File: config.mk
export PLATFORM = sky130hd
export DESIGN_NAME = led_status_blink_sequencer_core
export DESIGN_NICKNAME = d
export VERILOG_FILES = /design/src/sv/lsbs_pkg.sv /design/src/sv/led_status_blink_sequencer_core.sv
export SDC_FILE = /design/constraint.sdc
export NUM_CORES = 1
export LEC_CHECK = 0
export BUFFER_PORTS_ARGS = -buffer_cell sky130_fd_sc_hd__buf_2
export CAP_MARGIN = 15
export CORE_ASPECT_RATIO = 1.75
export CORE_MARGIN = 3
export CORE_UTILIZATION = 42
export CTS_BUF_LIST = sky130_fd_sc_hd__clkbuf_4 sky130_fd_sc_hd__clkbuf_8 sky130_fd_sc_hd__clkbuf_16
export DETAILED_ROUTE_END_ITERATION = 10
export HOLD_SLACK_MARGIN = 0.12
export PLACE_DENSITY = 0.62
export SYNTH_ARGS = -nofsm -noshare
export SYNTH_HDL_FRONTEND = slang
export SYNTH_SLANG_ARGS = --single-unit
File: constraint.sdc
create_clock -name clk -period 3.5 [get_ports clk]
set_input_delay 0.35 -clock clk [delete_from_list [all_inputs] [get_ports clk]]
set_output_delay 0.35 -clock clk [all_outputs]
set_load 0.01 [all_outputs]
File: src/sv/lsbs_pkg.sv
`default_nettype none

package lsbs_pkg;

  // default widths for the elapsed-time counters and the pulse count
  localparam int TimerWidthDefault = 16;
  localparam int CountWidthDefault = 16;

  // fixed widths of the word fields and the register port
  localparam int FieldWidth    = 16;
  localparam int CfgIndexWidth = 3;
  localparam int CfgDataWidth  = 16;

  // register reset values
  localparam logic                  LedsEnabledReset  = 1'b1;
  localparam logic [FieldWidth-1:0] MinFrameReset     = 16'd3;
  localparam logic [FieldWidth-1:0] IndDelayReset     = 16'd3000;
  localparam logic [FieldWidth-1:0] PulseIntervalReset = 16'd2000;
  localparam logic [FieldWidth-1:0] PulseLengthReset  = 16'd180;
  localparam logic [FieldWidth-1:0] ScanBlinkReset    = 16'd300;

  typedef enum logic [1:0] {
    MODE_OFF  = 2'd0,
    MODE_SCAN = 2'd1,
    MODE_BUSY = 2'd2,
    MODE_IDLE = 2'd3
  } mode_t;

  typedef enum logic [1:0] {
    COLOUR_OFF  = 2'd0,
    COLOUR_SCAN = 2'd1,
    COLOUR_IDLE = 2'd2
  } colour_t;

  typedef enum logic {
    OP_TICK = 1'b0,
    OP_ARM  = 1'b1
  } op_t;

  typedef enum logic [CfgIndexWidth-1:0] {
    REG_LEDS_ENABLED   = 3'd0,
    REG_MIN_FRAME      = 3'd1,
    REG_IND_DELAY      = 3'd2,
    REG_PULSE_INTERVAL = 3'd3,
    REG_PULSE_LENGTH   = 3'd4,
    REG_SCAN_BLINK     = 3'd5
  } cfg_reg_t;

  // colour written on entry to a mode
  function automatic colour_t colour_for_mode(input mode_t m);
    colour_t c;
    unique case (m)
      MODE_SCAN: c = COLOUR_SCAN;
      MODE_IDLE: c = COLOUR_IDLE;
      default:   c = COLOUR_OFF;
    endcase
    return c;
  endfunction

endpackage

`default_nettype wire

File: src/sv/led_status_blink_sequencer_core.sv
`default_nettype none

// Status LED sequencer. Each input word is either a millisecond tick (with the
// busy, scan and frame-count status) or an arm command for the pulse-count
// indicator; every word gives exactly one result word with the current mode,
// the colour shown and a flag saying the colour was written on that step.
// One word is taken every clock cycle while in_stall is low: the accepted word
// sits in an input register, and once the result register is free or being
// read, a single pass of compare and counter logic updates the sequencer state
// and loads the result register. A result waiting on a stalled output does not
// block the input until the input register is also full. The user must write
// registers through the configuration port only while no word is in flight;
// the block itself does not enforce this. Writes to indexes beyond the register
// list are ignored.
module led_status_blink_sequencer_core #(
  parameter int TIMER_WIDTH = lsbs_pkg::TimerWidthDefault,
  parameter int COUNT_WIDTH = lsbs_pkg::CountWidthDefault
) (
  input  wire logic                                 clk,
  input  wire logic                                 rst,
  // configuration write channel
  input  wire logic                                 cfg_valid,
  output logic                                      cfg_ready,
  input  wire logic [lsbs_pkg::CfgIndexWidth-1:0]   cfg_index,
  input  wire logic [lsbs_pkg::CfgDataWidth-1:0]    cfg_data,
  // input words
  input  wire logic                                 in_valid,
  output logic                                      in_stall,
  input  wire logic                                 operation,
  input  wire logic [lsbs_pkg::FieldWidth-1:0]      target_count,
  input  wire logic                                 busy_running,
  input  wire logic                                 scan_running,
  input  wire logic [lsbs_pkg::FieldWidth-1:0]      frame_count,
  // result words
  output logic                                      out_valid,
  input  wire logic                                 out_stall,
  output logic [1:0]                                status_mode,
  output logic [1:0]                                colour_code,
  output logic                                      colour_write
);

  localparam int FW    = lsbs_pkg::FieldWidth;
  localparam int CMP_W = (TIMER_WIDTH > FW) ? TIMER_WIDTH : FW;

  // configuration registers
  logic          leds_enabled;
  logic [FW-1:0] min_frame_threshold;
  logic [FW-1:0] indicator_delay_ticks;
  logic [FW-1:0] pulse_interval_ticks;
  logic [FW-1:0] pulse_length_ticks;
  logic [FW-1:0] scan_blink_ticks;

  assign cfg_ready = 1'b1;

  always_ff @(posedge clk) begin
    if (rst) begin
      leds_enabled          <= lsbs_pkg::LedsEnabledReset;
      min_frame_threshold   <= lsbs_pkg::MinFrameReset;
      indicator_delay_ticks <= lsbs_pkg::IndDelayReset;
      pulse_interval_ticks  <= lsbs_pkg::PulseIntervalReset;
      pulse_length_ticks    <= lsbs_pkg::PulseLengthReset;
      scan_blink_ticks      <= lsbs_pkg::ScanBlinkReset;
    end else if (cfg_valid && cfg_ready) begin
      unique case (cfg_index)
        lsbs_pkg::REG_LEDS_ENABLED:   leds_enabled          <= cfg_data[0];
        lsbs_pkg::REG_MIN_FRAME:      min_frame_threshold   <= cfg_data;
        lsbs_pkg::REG_IND_DELAY:      indicator_delay_ticks <= cfg_data;
        lsbs_pkg::REG_PULSE_INTERVAL: pulse_interval_ticks  <= cfg_data;
        lsbs_pkg::REG_PULSE_LENGTH:   pulse_length_ticks    <= cfg_data;
        lsbs_pkg::REG_SCAN_BLINK:     scan_blink_ticks      <= cfg_data;
        default: ;
      endcase
    end
  end

  // input register
  logic          in_full;
  lsbs_pkg::op_t op_r;
  logic [FW-1:0] target_r;
  logic          busy_r;
  logic          scan_r;
  logic [FW-1:0] frames_r;
  logic          advance;

  assign advance  = !out_valid || !out_stall;
  assign in_stall = in_full && !advance;

  always_ff @(posedge clk) begin
    if (rst) begin
      in_full <= 1'b0;
    end else if (in_valid && !in_stall) begin
      in_full <= 1'b1;
    end else if (advance) begin
      in_full <= 1'b0;
    end
  end

  always_ff @(posedge clk) begin
    if (in_valid && !in_stall) begin
      op_r     <= lsbs_pkg::op_t'(operation);
      target_r <= target_count;
      busy_r   <= busy_running;
      scan_r   <= scan_running;
      frames_r <= frame_count;
    end
  end

  // sequencer state
  lsbs_pkg::mode_t        mode_reg, mode_next;
  lsbs_pkg::colour_t      shown_colour, colour_next;
  logic                   scan_lit, scan_lit_next;
  logic [TIMER_WIDTH-1:0] scan_elapsed, scan_elapsed_next;
  logic                   ind_active, ind_active_next;
  logic                   ind_pulse_lit, ind_pulse_lit_next;
  logic [COUNT_WIDTH-1:0] ind_target, ind_target_next;
  logic [COUNT_WIDTH-1:0] ind_done, ind_done_next;
  logic [TIMER_WIDTH-1:0] since_arm, since_arm_next;
  logic [TIMER_WIDTH-1:0] since_pulse_start, since_pulse_start_next;
  logic                   pulsed_once, pulsed_once_next;
  logic                   wrote;
  logic                   step;

  assign step = in_full && advance;

  function automatic logic [TIMER_WIDTH-1:0] sat_inc(input logic [TIMER_WIDTH-1:0] v);
    return (&v) ? v : v + 1'b1;
  endfunction

  // one pass over the word: counters, mode pick, indicator and blink
  always_comb begin
    mode_next              = mode_reg;
    colour_next            = shown_colour;
    scan_lit_next          = scan_lit;
    scan_elapsed_next      = scan_elapsed;
    ind_active_next        = ind_active;
    ind_pulse_lit_next     = ind_pulse_lit;
    ind_target_next        = ind_target;
    ind_done_next          = ind_done;
    since_arm_next         = since_arm;
    since_pulse_start_next = since_pulse_start;
    pulsed_once_next       = pulsed_once;
    wrote                  = 1'b0;

    if (step) begin
      if (op_r == lsbs_pkg::OP_ARM) begin
        ind_target_next        = target_r[COUNT_WIDTH-1:0];
        ind_done_next          = '0;
        since_arm_next         = '0;
        since_pulse_start_next = '0;
        pulsed_once_next       = 1'b0;
        ind_pulse_lit_next     = 1'b0;
        ind_active_next        = |target_r[COUNT_WIDTH-1:0];
      end else begin
        scan_elapsed_next      = sat_inc(scan_elapsed);
        since_arm_next         = sat_inc(since_arm);
        since_pulse_start_next = sat_inc(since_pulse_start);

        priority if (!leds_enabled) begin
          scan_lit_next      = 1'b0;
          ind_active_next    = 1'b0;
          ind_pulse_lit_next = 1'b0;
          if (mode_reg != lsbs_pkg::MODE_OFF) begin
            mode_next   = lsbs_pkg::MODE_OFF;
            colour_next = lsbs_pkg::colour_for_mode(lsbs_pkg::MODE_OFF);
            wrote       = 1'b1;
          end
        end else if (busy_r) begin
          scan_lit_next = 1'b0;
          if (mode_reg != lsbs_pkg::MODE_BUSY) begin
            mode_next   = lsbs_pkg::MODE_BUSY;
            colour_next = lsbs_pkg::colour_for_mode(lsbs_pkg::MODE_BUSY);
            wrote       = 1'b1;
          end
          // count indicator
          if (ind_active &&
              CMP_W'(since_arm_next) >= CMP_W'(indicator_delay_ticks)) begin
            if (ind_pulse_lit) begin
              if (CMP_W'(since_pulse_start_next) >= CMP_W'(pulse_length_ticks)) begin
                ind_pulse_lit_next = 1'b0;
                colour_next        = lsbs_pkg::COLOUR_OFF;
                wrote              = 1'b1;
              end
            end else if (ind_done < ind_target) begin
              if (!pulsed_once ||
                  CMP_W'(since_pulse_start_next) >= CMP_W'(pulse_interval_ticks)) begin
                pulsed_once_next       = 1'b1;
                since_pulse_start_next = '0;
                ind_pulse_lit_next     = 1'b1;
                ind_done_next          = ind_done + 1'b1;
                colour_next            = lsbs_pkg::COLOUR_IDLE;
                wrote                  = 1'b1;
              end
            end else begin
              ind_active_next = 1'b0;
              colour_next     = lsbs_pkg::COLOUR_OFF;
              wrote           = 1'b1;
            end
          end
        end else if (scan_r && frames_r < min_frame_threshold) begin
          ind_active_next    = 1'b0;
          ind_pulse_lit_next = 1'b0;
          if (mode_reg != lsbs_pkg::MODE_SCAN) begin
            mode_next   = lsbs_pkg::MODE_SCAN;
            colour_next = lsbs_pkg::colour_for_mode(lsbs_pkg::MODE_SCAN);
            wrote       = 1'b1;
          end
          // scan blink toggle
          if (CMP_W'(scan_elapsed_next) >= CMP_W'(scan_blink_ticks)) begin
            scan_elapsed_next = '0;
            scan_lit_next     = !scan_lit;
            colour_next       = scan_lit ? lsbs_pkg::COLOUR_OFF : lsbs_pkg::COLOUR_SCAN;
            wrote             = 1'b1;
          end
        end else begin
          scan_lit_next      = 1'b0;
          ind_active_next    = 1'b0;
          ind_pulse_lit_next = 1'b0;
          if (mode_reg != lsbs_pkg::MODE_IDLE) begin
            mode_next   = lsbs_pkg::MODE_IDLE;
            colour_next = lsbs_pkg::colour_for_mode(lsbs_pkg::MODE_IDLE);
            wrote       = 1'b1;
          end
        end
      end
    end
  end

  always_ff @(posedge clk) begin
    if (rst) begin
      mode_reg          <= lsbs_pkg::MODE_OFF;
      shown_colour      <= lsbs_pkg::COLOUR_OFF;
      scan_lit          <= 1'b0;
      scan_elapsed      <= '0;
      ind_active        <= 1'b0;
      ind_pulse_lit     <= 1'b0;
      ind_target        <= '0;
      ind_done          <= '0;
      since_arm         <= '0;
      since_pulse_start <= '0;
      pulsed_once       <= 1'b0;
    end else begin
      mode_reg          <= mode_next;
      shown_colour      <= colour_next;
      scan_lit          <= scan_lit_next;
      scan_elapsed      <= scan_elapsed_next;
      ind_active        <= ind_active_next;
      ind_pulse_lit     <= ind_pulse_lit_next;
      ind_target        <= ind_target_next;
      ind_done          <= ind_done_next;
      since_arm         <= since_arm_next;
      since_pulse_start <= since_pulse_start_next;
      pulsed_once       <= pulsed_once_next;
    end
  end

  // result register
  always_ff @(posedge clk) begin
    if (rst) begin
      out_valid <= 1'b0;
    end else if (step) begin
      out_valid <= 1'b1;
    end else if (!out_stall) begin
      out_valid <= 1'b0;
    end
  end

  always_ff @(posedge clk) begin
    if (step) begin
      status_mode  <= mode_next;
      colour_code  <= colour_next;
      colour_write <= wrote;
    end
  end

  // checks on the sequencer state
  a_no_stall_when_empty: assert property (@(posedge clk) disable iff (rst)
    !out_valid |-> !in_stall)
    else $error("input stalled with an empty result register");

  a_pulse_needs_active: assert property (@(posedge clk) disable iff (rst)
    ind_pulse_lit |-> ind_active)
    else $error("indicator pulse lit while indicator inactive");

  a_done_bounded: assert property (@(posedge clk) disable iff (rst)
    ind_done <= ind_target)
    else $error("indicator pulse count beyond target");

  a_scan_colour: assert property (@(posedge clk) disable iff (rst)
    mode_reg == lsbs_pkg::MODE_SCAN |-> shown_colour != lsbs_pkg::COLOUR_IDLE)
    else $error("idle colour shown in scan mode");

  a_off_dark: assert property (@(posedge clk) disable iff (rst)
    mode_reg == lsbs_pkg::MODE_OFF |-> shown_colour == lsbs_pkg::COLOUR_OFF)
    else $error("colour lit in off mode");

endmodule

`default_nettype wire

# Yosys cells after proc, flatten, opt, wreduce, memory -nomap -nowiden
# Cells that the tools add are included.
[classes] n_eq_ne=14 magnitude_cmp=6 n_addsub=4 n_bitwise=1 n_mux=89 reduce_logical=37
[op_table] cell="2-to-1 mux 16 bit" count=22
[op_table] cell="adder 16 x 1 -> 16 bit, second input constant" count=4
[op_table] cell="greater-or-equal comparator 16 bit" count=4
[op_table] cell="2-to-1 mux 2 bit" count=24
[op_table] cell="AND reduction 16 bit" count=3
[op_table] cell="2-to-1 mux 1 bit" count=43
[op_table] cell="less-than comparator 16 bit" count=2
[op_table] cell="AND reduction 2 bit" count=9
[op_table] cell="OR reduction 16 bit" count=1
[op_table] cell="nonzero test 2 bit" count=7
[op_table] cell="!= test 4 x 3 -> 1 bit, second input constant" count=2
[op_table] cell="!= test 4 bit, second input constant" count=2
[op_table] cell="AND reduction 7 bit" count=1
[op_table] cell="equality test 3 x 2 -> 1 bit, second input constant" count=2
[op_table] cell="equality test 3 bit, second input constant" count=2
[op_table] cell="logical NOT 1 bit" count=6
[op_table] cell="!= test 2 bit, second input constant" count=3
[op_table] cell="logical AND 1 bit" count=5
[op_table] cell="!= test 2 x 1 -> 1 bit, second input constant" count=2
[op_table] cell="AND reduction 4 bit" count=1
[op_table] cell="equality test 3 x 1 -> 1 bit, second input constant" count=1
[op_table] cell="logical NOT 3 bit" count=1
[op_table] cell="AND reduction 3 bit" count=1
[op_table] cell="logical OR 1 bit" count=2
[op_table] cell="inverter 1 bit" count=1
[totals] elab_cells=178 output_inout_bits=8 in_bits=59 reg_bits=211

# Logic depth before layout (Yosys ltp)
# Gate-level depths: netlist (run 1).
[depth] word_depth=12 mapped_depth=18 depth_no_buf=14

# Worst setup path after synthesis (run 1)
# OpenSTA, ideal clock, no wires.
[synth_timing] path_kind="flip-flop to flip-flop" startpoint="register scan_elapsed[0]" endpoint="register scan_lit" arrival_time_ns=3.749 required_time_ns=3.430 slack_ns=-0.319 synth_period_minus_slack_ns=3.819 setup_ns=0.070 n_path_buf=2 stages_incl_launch_ff=16 path_cell_list="dfxtp_1 -> ha_1 -> nand4_1 -> or4_1 -> clkbuf_1 -> and3_1 -> and3_1 -> xor2_1 -> ha_1 -> o21ai_0 -> a2111oi_0 -> a211o_1 -> or3b_1 -> clkbuf_1 -> or3_1 -> a21oi_1"
[synth_via] elab_chain_cells=5 word_cells_on_any_way=6 classes_between="add/sub: 1; order compare: 1; eq/ne: 1; mux: 1; reduce/logical: 2"
[synth_lines] item="from (decl)" line="led_status_blink_sequencer_core.sv:112" rtl="logic [TIMER_WIDTH-1:0] scan_elapsed, scan_elapsed_next;"
[synth_lines] item="from (signal assigned)" line="led_status_blink_sequencer_core.sv:245" rtl="scan_elapsed <= scan_elapsed_next;"
[synth_lines] item="adder 16 x 1 -> 16 bit / AND reduction 16 bit (equally long branches)" line="led_status_blink_sequencer_core.sv:126" rtl="return (&v) ? v : v + 1'b1;"
[synth_lines] item="2-to-1 mux 16 bit (*)" line="led_status_blink_sequencer_core.sv:126"
[synth_lines] item="greater-or-equal comparator 16 bit (*)" line="led_status_blink_sequencer_core.sv:208" rtl="if (CMP_W'(scan_elapsed_next) >= CMP_W'(scan_blink_ticks)) begin"
[synth_lines] item="!= test 4 x 3 -> 1 bit (no source line) (*)"
[synth_lines] item="AND reduction 3 bit (no source line) (*)"
[synth_lines] item="to (signal assigned)" line="led_status_blink_sequencer_core.sv:244" rtl="scan_lit <= scan_lit_next;"
[synth_lines] item="to (decl)" line="led_status_blink_sequencer_core.sv:111" rtl="logic scan_lit, scan_lit_next;"
# Every way passes the cells marked *; elsewhere a longest branch is shown, timed or not.
# A chain may end at the register's enable or synchronous reset.

# Worst setup path after layout (run 1)
[layout_timing] startpoint="register since_pulse_start[7]" endpoint="register ind_done[0]"
[layout_via] elab_chain_cells=6 word_cells_on_any_way=7 classes_between="add/sub: 1; order compare: 1; mux: 1; reduce/logical: 4"
[layout_lines] item="from (decl)" line="led_status_blink_sequencer_core.sv:118" rtl="logic [TIMER_WIDTH-1:0] since_pulse_start, since_pulse_start_next;"
[layout_lines] item="from (signal assigned)" line="led_status_blink_sequencer_core.sv:251" rtl="since_pulse_start <= since_pulse_start_next;"
[layout_lines] item="adder 16 x 1 -> 16 bit / AND reduction 16 bit (equally long branches)" line="led_status_blink_sequencer_core.sv:126"
[layout_lines] item="2-to-1 mux 16 bit (*)" line="led_status_blink_sequencer_core.sv:126"
[layout_lines] item="greater-or-equal comparator 16 bit (*)" line="led_status_blink_sequencer_core.sv:185" rtl="CMP_W'(since_pulse_start_next) >= CMP_W'(pulse_interval_ticks)) begin"
[layout_lines] item="logical OR 1 bit (*)" line="led_status_blink_sequencer_core.sv:184" rtl="if (!pulsed_once ||"
[layout_lines] item="nonzero test 2 bit (no source line) (*)"
[layout_lines] item="AND reduction 7 bit (no source line) (*)"
[layout_lines] item="to (signal assigned)" line="led_status_blink_sequencer_core.sv:249" rtl="ind_done <= ind_done_next;"
[layout_lines] item="to (decl)" line="led_status_blink_sequencer_core.sv:116" rtl="logic [COUNT_WIDTH-1:0] ind_done, ind_done_next;"
# Marked as above.

==> summary.txt, run 1 <==
Critical path
  • WP buf/inv: 2
  • Crit. End Element: flop
  • CP most frequent cell: nand4_1
  • Crit Path Max Fanout: 8
  • WP data required: 3.91 ns
  • R2r setup slk: -0.03 ns
  • Top Family by Delay on Critical Path: compound AO/OA/AOI/OAI gates
  • Crit path DAT: 3.94 ns
  • Crit Path Class: flop to flop
  • Reg2Reg Depth: 16
  • CP Cell Sequence: and4_4 -> nand4_1 -> or3_4 -> nand4_1 -> nor2_2 -> xor2_2 -> buf_4 -> ha_4 -> a21oi_2 -> o21a_1 -> a21o_1 -> a31oi_4 -> o211ai_1 -> o21a_2 -> buf_12 -> mux2_4
  • FF-to-FF End: ind_done[0]
  • Nature of the critical path startpoint: flop
  • R2R Path Start: since_pulse_start[7]
  • Biggest cell delay along the critical path: 0.38 ns
  • Slowest cell on the critical path: or3_4

Drt
  • ANT nets after route: 0
  • DR iter-0 viols: 433
  • Final WL: 31600 µm
  • Routed wire length per instance: 16.8 µm
  • Post-route DRC: 0
  • Routed vias/inst: 5.43
  • DR vias: 10200
  • TritonRoute pass-1 iters: 5

Floorplan
  • Io pins: 67
  • Initial Utilization: 43.1%
  • Vert. Die Dim: 223 µm
  • CORE AREA: 26200 µm²
  • Die ar.: 28900 µm²
  • Row count: 78
  • Die width: 130 µm

Logic synthesis
  • Synth Area in Compound Gates: 17.9%
  • Syn nets: 1504
  • Post-synthesis xor/xnor area fraction: 2.64%
  • Synth Area in Adders: 10.9%
  • Async SR Flop Fraction: 0%
  • Largest family of logic cells by synthesized area: simple AND/OR/NAND/NOR gates
  • Mapped Area: 11300 µm²
  • Cell variety after synth: 66
  • Post-synth EDFFs: 40
  • Syn avg cell area: 8.37 µm²
  • Yosys Warn Count: 0
  • Post-Syn Instances: 1347
  • Sequential area share after synthesis: 41.0%
  • Post-synthesis mux area share: 0.688%
  • Yosys reg bits: 211
  • Top FF cell, synth: dfxtp_1
  • Simple-gate portion of the synthesized area: 21.0%

Placed design
  • Post-DP Area: 12700 µm²
  • Dpl hpwl: 22100 µm
  • IO Port Bufs: 65
  • Gpl congestion: 0.874
  • Post-place setup slack: -0.236 ns

Cells and area
  • Multi-input logic area: 6580 µm²
  • Number of fill cells: 2388
  • ANT cells: 0
  • Area Growth Syn to Fin: 30.7%
  • Share of cells above drive strength 1: 23.1%
  • Sequential standard cell area: 4650 µm²
  • Nets@finish: 1705
  • Post-layout instance area: 14700 µm²

STA
  • Fmax: 283 MHz
  • PnR worst setup slack: -0.0279 ns
  • Unrepaired setup endpoints after global routing: yes
  • Slew @ Worst Pin: 1.07 ns
  • Clk_skew: 0.0110 ns
  • Slew headroom: 28.8%
  • Final Cycle Share: 101%
  • Final Critical Period: 3.53 ns
  • Final setup viols: 8
  • Final Hold Vio Count: 0
  • Slew Viols, Final: 0

Hold path
  • Hold Path Class: input port to flop
  • Worst hold start: cfg_data[1]
  • Worst hold path cell count: 3
  • Hold endpoint: pulse_length_ticks[1]

Clock network
  • # clock sinks: 211
  • Total CTS buffers: 22
  • Clock Latency Late Sink: 0.52 ns
  • Worst-path clk slew: 0.07 ns
  • CTS tree: done
  • CTS H-tree depth: 1
  • CTS max path bufs: 3
  • CTS Root Buffer Type: clkbuf_16

GRT
  • Vias in the first global route: 10000
  • Initial antenna violation count: 0
  • Global Route Usage Sum: 21.0%
  • First-pass GRT wire length: 49200 µm
  • Largest net degree at the start of global routing: 72
  • Grt ovf: 0

Status
  • Status: finished, violations left
  • Violated checks: setup timing

Pwr
  • P per Cell Area: 391 nW/µm²
  • Maximum vdd drop: 0.460 mV
  • P_leak: 6.04 nW

Job
  • Max Cap Violations: 0
==> layout make-up <==
type / instances / area share (%)
clock buffer: 25 / 4.01
clock inverter: 15 / 1.79
inverter: 106 / 2.70
multi-input combinational: 968 / 44.7
sequential: 211 / 31.5
tap: 320 / 2.72
timing repair buffer: 239 / 12.6
==> power by group <==
part	total (mW)	internal (mW)	switching, mW	leakage [nW]
logic	0.429	0.170	0.259	3.84
clock network	2.75	1.74	1.02	0.414
registers	2.57	2.54	0.0335	1.78
total	5.76	4.45	1.31	6.04
==> cell families (layout without fill, tap and decap cells) <==
kind of cell    count (synthesis)  after routing
compound gates                321            321
xor+xnor                       34             34
fa+ha+maj                      98             98
buf+inv                       168            385
flops                         211            211
mux                             7              7
other cells                     1              1
simple gates                  507            507
==> layer usage <==
metal	vias up	share of wire (%)	track usage, %
li1	5118	-	-
met1	4830	39	23.6
met2	209	54	39.3
met3	72	3.5	2.43
met4	0	3.8	8.36
met5	-	0	0
==> worst max-delay path by stage <==
stage,start,endpoint,slack (ns),cells after the start
after global placement,since_pulse_start[5],colour_code[0],-0.19,14
final,since_pulse_start[7],ind_done[0],-0.03,16
after floorplan,scan_elapsed[3],scan_lit,-0.07,15
after global routing,since_arm[5],ind_done[0],-0.20,16
after detailed placement,since_pulse_start[5],colour_write,-0.24,15
after CTS,since_pulse_start[7],colour_code[0],-0.04,14
==> cell usage in the layout, fill, tap and decap left out, types with 6 or more instances in the layout <==
cell,instances
a31oi_1,14
nor3_1,18
o21ai_2,6
or2_2,9
nand3_1,30
o21a_1,17
buf_2,64
dlygate4sd3_1,37
o21ai_0,29
ha_1,91
a21oi_1,139
buf_4,124
and2_1,12
nand2b_1,10
dfxtp_2,14
nand3_2,15
nor4_1,8
a21o_1,15
and3_1,13
nand2_1,259
edfxtp_1,40
inv_1,106
bufinv_16,7
nor2b_1,10
buf_6,7
clkbuf_16,26
a32o_1,16
or3_1,14
dfxtp_1,156
xnor2_1,20
nand4_1,19
o21ai_1,6
o211ai_1,29
nor2_1,46
==> synthesized netlist by cell type, drive strengths merged, types with 3 or more instances <==
cell | count | area share (%)
edfxtp | 40 | 11
nor3 | 21 | 0.93
nand2b | 10 | 0.56
or3 | 16 | 0.89
or2 | 9 | 0.50
inv | 106 | 3.5
a31oi | 15 | 0.83
and4 | 8 | 0.62
nor4 | 10 | 0.69
mux2 | 6 | 0.60
nand4 | 20 | 1.2
a21oi | 144 | 6.4
nor2b | 11 | 0.61
a32o | 16 | 1.4
o211ai | 29 | 1.9
o21a | 18 | 1.2
a2111oi | 5 | 0.44
xor2 | 8 | 0.62
nor3b | 3 | 0.20
ha | 98 | 11
nand3 | 46 | 2.0
nor2 | 49 | 1.7
o21ai | 42 | 1.9
and3 | 16 | 0.89
and2 | 15 | 0.83
a311oi | 3 | 0.23
nand3b | 5 | 0.33
a211oi | 5 | 0.33
a21o | 15 | 1.0
a211o | 4 | 0.31
clkbuf | 50 | 1.7
o2111ai | 4 | 0.31
a22o | 3 | 0.23
nand2 | 263 | 8.8
dfxtp | 171 | 30
xnor2 | 26 | 2.0
buf | 12 | 0.54
==> metrics by stage <==
stage / TNS (ns) / hold slack [ns] / utilization, % / power [mW] / cells
global route: -6.08 / 0.146 / 56.3 / 5.95 / 1884
detailed placement: -6.42 / 0.447 / 48.5 / 2.99 / 1782
global placement: -3.31 / 0.443 / 48.5 / 2.99 / 1782
CTS: -0.395 / 0.133 / 53.9 / 5.80 / 1864
floorplan: -0.257 / 0.436 / - / 2.84 / 1347
finish: -0.0926 / 0.154 / 56.3 / 5.76 / 1884
==> tightest hold or removal path, stage by stage <==
cell and delay [ns]:
buf_2 0.15, nand2_1 0.07, a21oi_1 0.05
==> repair_timing <==
| item | 4_1_cts | 5_1_grt |
|---|---|---|
| endpoints found under the hold margin | 37 | 0 |
| gates resized for setup | 37 | 89 |
| hold buffers | 37 | 0 |
| pin swaps | 15 | 45 |
| cloned | 0 | 4 |
| setup buffers | 5 | 15 |
| endpoints found under the setup margin | 55 | 57 |
Power figures use the tool's default switching activity.
==> inputs of run 2 (changes only) <==
--- a/config.mk
+++ b/config.mk
@@ -5,6 +5,7 @@
 export SDC_FILE = /design/constraint.sdc
 export NUM_CORES = 1
 export LEC_CHECK = 0
+export ABC_AREA = 1
 export BUFFER_PORTS_ARGS = -buffer_cell sky130_fd_sc_hd__buf_2
 export CAP_MARGIN = 15
 export CORE_ASPECT_RATIO = 1.75
@@ -12,8 +13,9 @@
 export CORE_UTILIZATION = 42
 export CTS_BUF_LIST = sky130_fd_sc_hd__clkbuf_4 sky130_fd_sc_hd__clkbuf_8 sky130_fd_sc_hd__clkbuf_16
 export DETAILED_ROUTE_END_ITERATION = 10
+export GPL_ROUTABILITY_DRIVEN = 0
 export HOLD_SLACK_MARGIN = 0.12
-export PLACE_DENSITY = 0.62
+export PLACE_DENSITY = 0.6
 export SYNTH_ARGS = -nofsm -noshare
 export SYNTH_HDL_FRONTEND = slang
 export SYNTH_SLANG_ARGS = --single-unit
==> constraint.sdc (replaced) <==
create_clock -name clk -period 4 [get_ports clk]
set_input_delay 0.4 -clock clk [delete_from_list [all_inputs] [get_ports clk]]
set_output_delay 0.4 -clock clk [all_outputs]
set_load 0.01 [all_outputs]
==> summary.txt, run 2 <==
Clock network
  • # clock sinks: 211 (unchanged)
  • Post-CTS Setup Inserts: 0 (was 5)
  • CTS H-tree depth: 1 (unchanged)
  • Clock Latency Late Sink: 0.52 ns (about the same)
  • CTS max path bufs: 3 (unchanged)
  • CTS tree: done (unchanged)
  • Total CTS buffers: 22 (unchanged)
  • CTS Root Buffer Type: clkbuf_16 (unchanged)
  • Worst-path clk slew: 0.06 ns (was 0.07 ns)

Floorplan
  • Io pins: 67 (unchanged)
  • Row count: 79 (was 78)
  • Initial Utilization: 43.0% (was 43.1%)
  • Die width: 131 µm (was 130 µm)
  • Vert. Die Dim: 225 µm (was 223 µm)
  • CORE AREA: 26800 µm² (was 26200 µm²)
  • Die ar.: 29500 µm² (was 28900 µm²)

Pwr
  • Net Sw Power: 1.18 mW (was 1.31 mW)
  • Tot Pwr: 4.79 mW (was 5.76 mW)
  • Internal: 3.61 mW (was 4.45 mW)
  • Maximum vdd drop: 0.280 mV (was 0.460 mV)
  • Comb pwr share: 8.3% (was 7.5%)
  • Power share of the sequential group: 47.3% (was 44.7%)
  • P per Cell Area: 360 nW/µm² (was 391 nW/µm²)
  • P_leak: 5.73 nW (was 6.04 nW)
  • Clk pwr share: 44.4% (was 47.8%)
  • Switching Fraction: 24.6% (was 22.8%)

Placed design
  • Post-DP Area: 12200 µm² (was 12700 µm²)
  • # placed instances: 1897 (was 1782)
  • Dpl hpwl: 22100 µm (about the same)
  • IO Port Bufs: 65 (unchanged)
  • Post-place setup slack: 0.364 ns (was -0.236 ns)

Hold path
  • Worst hold path cell count: 3 (unchanged)
  • Hold endpoint: in_full (was pulse_length_ticks[1])
  • Hold Path Class: input port to flop (unchanged)
  • Worst hold start: in_valid (was cfg_data[1])

Cells and area
  • Leading cell type in the layout, fill and taps excluded: nand2_1 (unchanged)
  • ANT cells: 0 (unchanged)
  • Post-layout util: 49.6% (was 56.3%)
  • Share of cells above drive strength 1: 10.9% (was 23.1%)
  • Non-Filler Instances: 1972 (was 1884)
  • Most frequent cells in the layout: nand2_1, inv_1, a21oi_1 (was nand2_1, dfxtp_1, a21oi_1)
  • Post-layout instance area: 13300 µm² (was 14700 µm²)
  • Nets@finish: 1749 (was 1705)
  • Area Growth Syn to Fin: 15.4% (was 30.7%)

Logic synthesis
  • Sequential area share after synthesis: 40.1% (was 41.0%)
  • Synth top area cells: dfxtp_1, ha_1, edfxtp_1, nand2_1, a21oi_1 (unchanged)
  • Syn nets: 1665 (was 1504)
  • Top FF cell, synth: dfxtp_1 (unchanged)
  • Mapped Area: 11500 µm² (was 11300 µm²)
  • Top-count cell post-synth: nand2_1 (unchanged)
  • Cell variety after synth: 47 (was 66)
  • Leading area contributor after synthesis: dfxtp_1 (unchanged)
  • Async SR Flop Fraction: 0% (unchanged)
  • Yosys reg bits: 211 (unchanged)
  • Post-synth EDFFs: 40 (unchanged)
  • Commonest cells post-synth: nand2_1, inv_1, a21oi_1 (was nand2_1, dfxtp_1, a21oi_1)
  • Yosys Warn Count: 0 (unchanged)
  • Post-synth top area share: 29.7% (was 30.4%)
  • Syn avg cell area: 7.64 µm² (was 8.37 µm²)
  • Post-Syn Instances: 1508 (was 1347)

Critical path
  • Biggest cell delay along the critical path: 0.41 ns (was 0.38 ns)
  • R2R Path Start: since_arm[0] (was since_pulse_start[7])
  • Slowest cell on the critical path: dfxtp_1 (was or3_4)
  • FF-to-FF End: colour_code[0] (was ind_done[0])
  • Crit path DAT: 3.84 ns (was 3.94 ns)
  • Top Family by Delay on Critical Path: simple AND/OR/NAND/NOR gates (was compound AO/OA/AOI/OAI gates)
  • WP buf/inv: 5 (was 2)
  • CP most frequent cell: nand3_1 (was nand4_1)
  • Crit Path Max Fanout: 10 (was 8)
  • R2r setup slk: 0.41 ns (was -0.03 ns)
  • Crit Path Class: flop to flop (unchanged)
  • Reg2Reg Depth: 22 (was 16)
  • CP Cell Sequence: ha_1 -> inv_1 -> nor2_2 -> nand3_2 -> nor2_2 -> inv_2 -> nor2_2 -> inv_2 -> nor3_2 -> xnor2_1 -> nand2_2 -> ha_1 -> nand2_1 -> nor3_1 -> nand3_1 -> nand3_1 -> nand2_1 -> inv_4 -> buf_4 -> nand2_1 -> nand3_1 -> nand3_1 (was and4_4 -> nand4_1 -> or3_4 -> nand4_1 -> nor2_2 -> xor2_2 -> buf_4 -> ha_4 -> a21oi_2 -> o21a_1 -> a21o_1 -> a31oi_4 -> o211ai_1 -> o21a_2 -> buf_12 -> mux2_4)
  • Crit. End Element: flop (unchanged)
  • WP data required: 4.25 ns (was 3.91 ns)
  • Nature of the critical path startpoint: flop (unchanged)
  • Crit path depth: 22 (was 16)

Drt
  • Post-route DRC: 0 (unchanged)
  • Routed wire length per instance: 15.5 µm (was 16.8 µm)
  • Final WL: 30500 µm (was 31600 µm)
  • TritonRoute pass-1 iters: 5 (unchanged)
  • ANT nets after route: 0 (unchanged)
  • DR vias: 10000 (was 10200)
  • DR iter-0 viols: 595 (was 433)
  • Routed vias/inst: 5.08 (was 5.43)

STA
  • Slew headroom: 40.8% (was 28.8%)
  • Slew Viols, Final: 0 (unchanged)
  • Fmax: 278 MHz (was 283 MHz)
  • Final Hold Vio Count: 0 (unchanged)
  • Slew @ Worst Pin: 0.886 ns (was 1.07 ns)
  • Unrepaired setup endpoints after global routing: no (was yes)
  • PnR worst setup slack: 0.409 ns (was -0.0279 ns)
  • Final Cycle Share: 89.8% (was 101%)
  • Post-route worst hold slack: 0.160 ns (was 0.154 ns)
  • Final setup viols: 0 (was 8)
  • Clk_skew: 0.0162 ns (was 0.0110 ns)
  • Final Critical Period: 3.59 ns (was 3.53 ns)
  • Final TNS setup: 0 ns (was -0.0926 ns)

GRT
  • Largest net degree at the start of global routing: 78 (was 72)
  • Initial antenna violation count: 0 (unchanged)
  • Global Route Usage Sum: 20.6% (was 21.0%)
  • Grt ovf: 0 (unchanged)
  • First-pass GRT wire length: 49400 µm (was 49200 µm)
  • Vias in the first global route: 9773 (was 10000)

Job
  • Max Cap Violations: 0 (unchanged)

Status
  • Status: finished, final reports clean (was finished, violations left)
[run 2: changes by cell type after synthesis, moves of 17 or more]
cell / previous run / this run
nor2_1: 48 / 82
inv_1: 106 / 195
nand2_1: 263 / 320
nand2_2: 0 / 17
a21oi_1: 144 / 193
xor2_1: 8 / 26
o21ai_0: 41 / 100
nand3_1: 46 / 64
[run 2: power groups by stage]
stage,logic [mW],registers [mW],clock network (mW)
CTS,0.400,2.26,2.18
finish,0.399,2.26,2.13
global placement,0.365,2.31,0
global route,0.456,2.27,2.26
floorplan,0.241,2.30,0
detailed placement,0.373,2.31,0
[run 2: what timing repair did]
item	4_1_cts	5_1_grt
endpoints found under the setup margin	0	16
endpoints found under the hold margin	35	0
hold buffers	35	0
resized for setup	0	3
[run 2: area by class of cell]
cell class | count | area, µm²
inverters | 207 | 779
flip-flops and latches | 211 | 4620
repair buffers | 113 | 773
multi-input cells | 1037 | 5910
fillers | 2616 | 13500
clock buffers | 31 | 667
well taps | 364 | 455
clock inverters | 9 | 86.3
[run 2: worst max path at each step]
stage                                    start        endpoint  slack, ns
after floorplan                   since_arm[0]    ind_done[10]       0.92
after global placement    since_pulse_start[0]     ind_done[0]       0.48
after detailed placement          since_arm[0]    ind_done[13]       0.36
after CTS                         since_arm[0]    ind_done[13]       0.31
after global routing              since_arm[0]  colour_code[0]       0.03
final                             since_arm[0]  colour_code[0]       0.41
[run 2: metal layers]
layer,share of wire (%),vias up,GRT usage [%]
li1,-,5156,-
met1,40,4634,22.3
met2,53,170,40.3
met3,3.0,57,2.17
met4,4.1,0,8.55
met5,0,-,0
[run 2: worst min-delay path, stage by stage]
cell,delay (ns)
buf_2,0.10
nand2_1,0.07
a21oi_1,0.06
[run 2: cells by family after synthesis]
group                      synth area share, %
buffers and inverters                     8.69
AOI/OAI and AO/OA                         15.2
other                                   0.0326
xor gates and xnor gates                  3.12
and+or+nand+nor                           22.1
adders and majority gates                 10.6
DFF                                       40.1
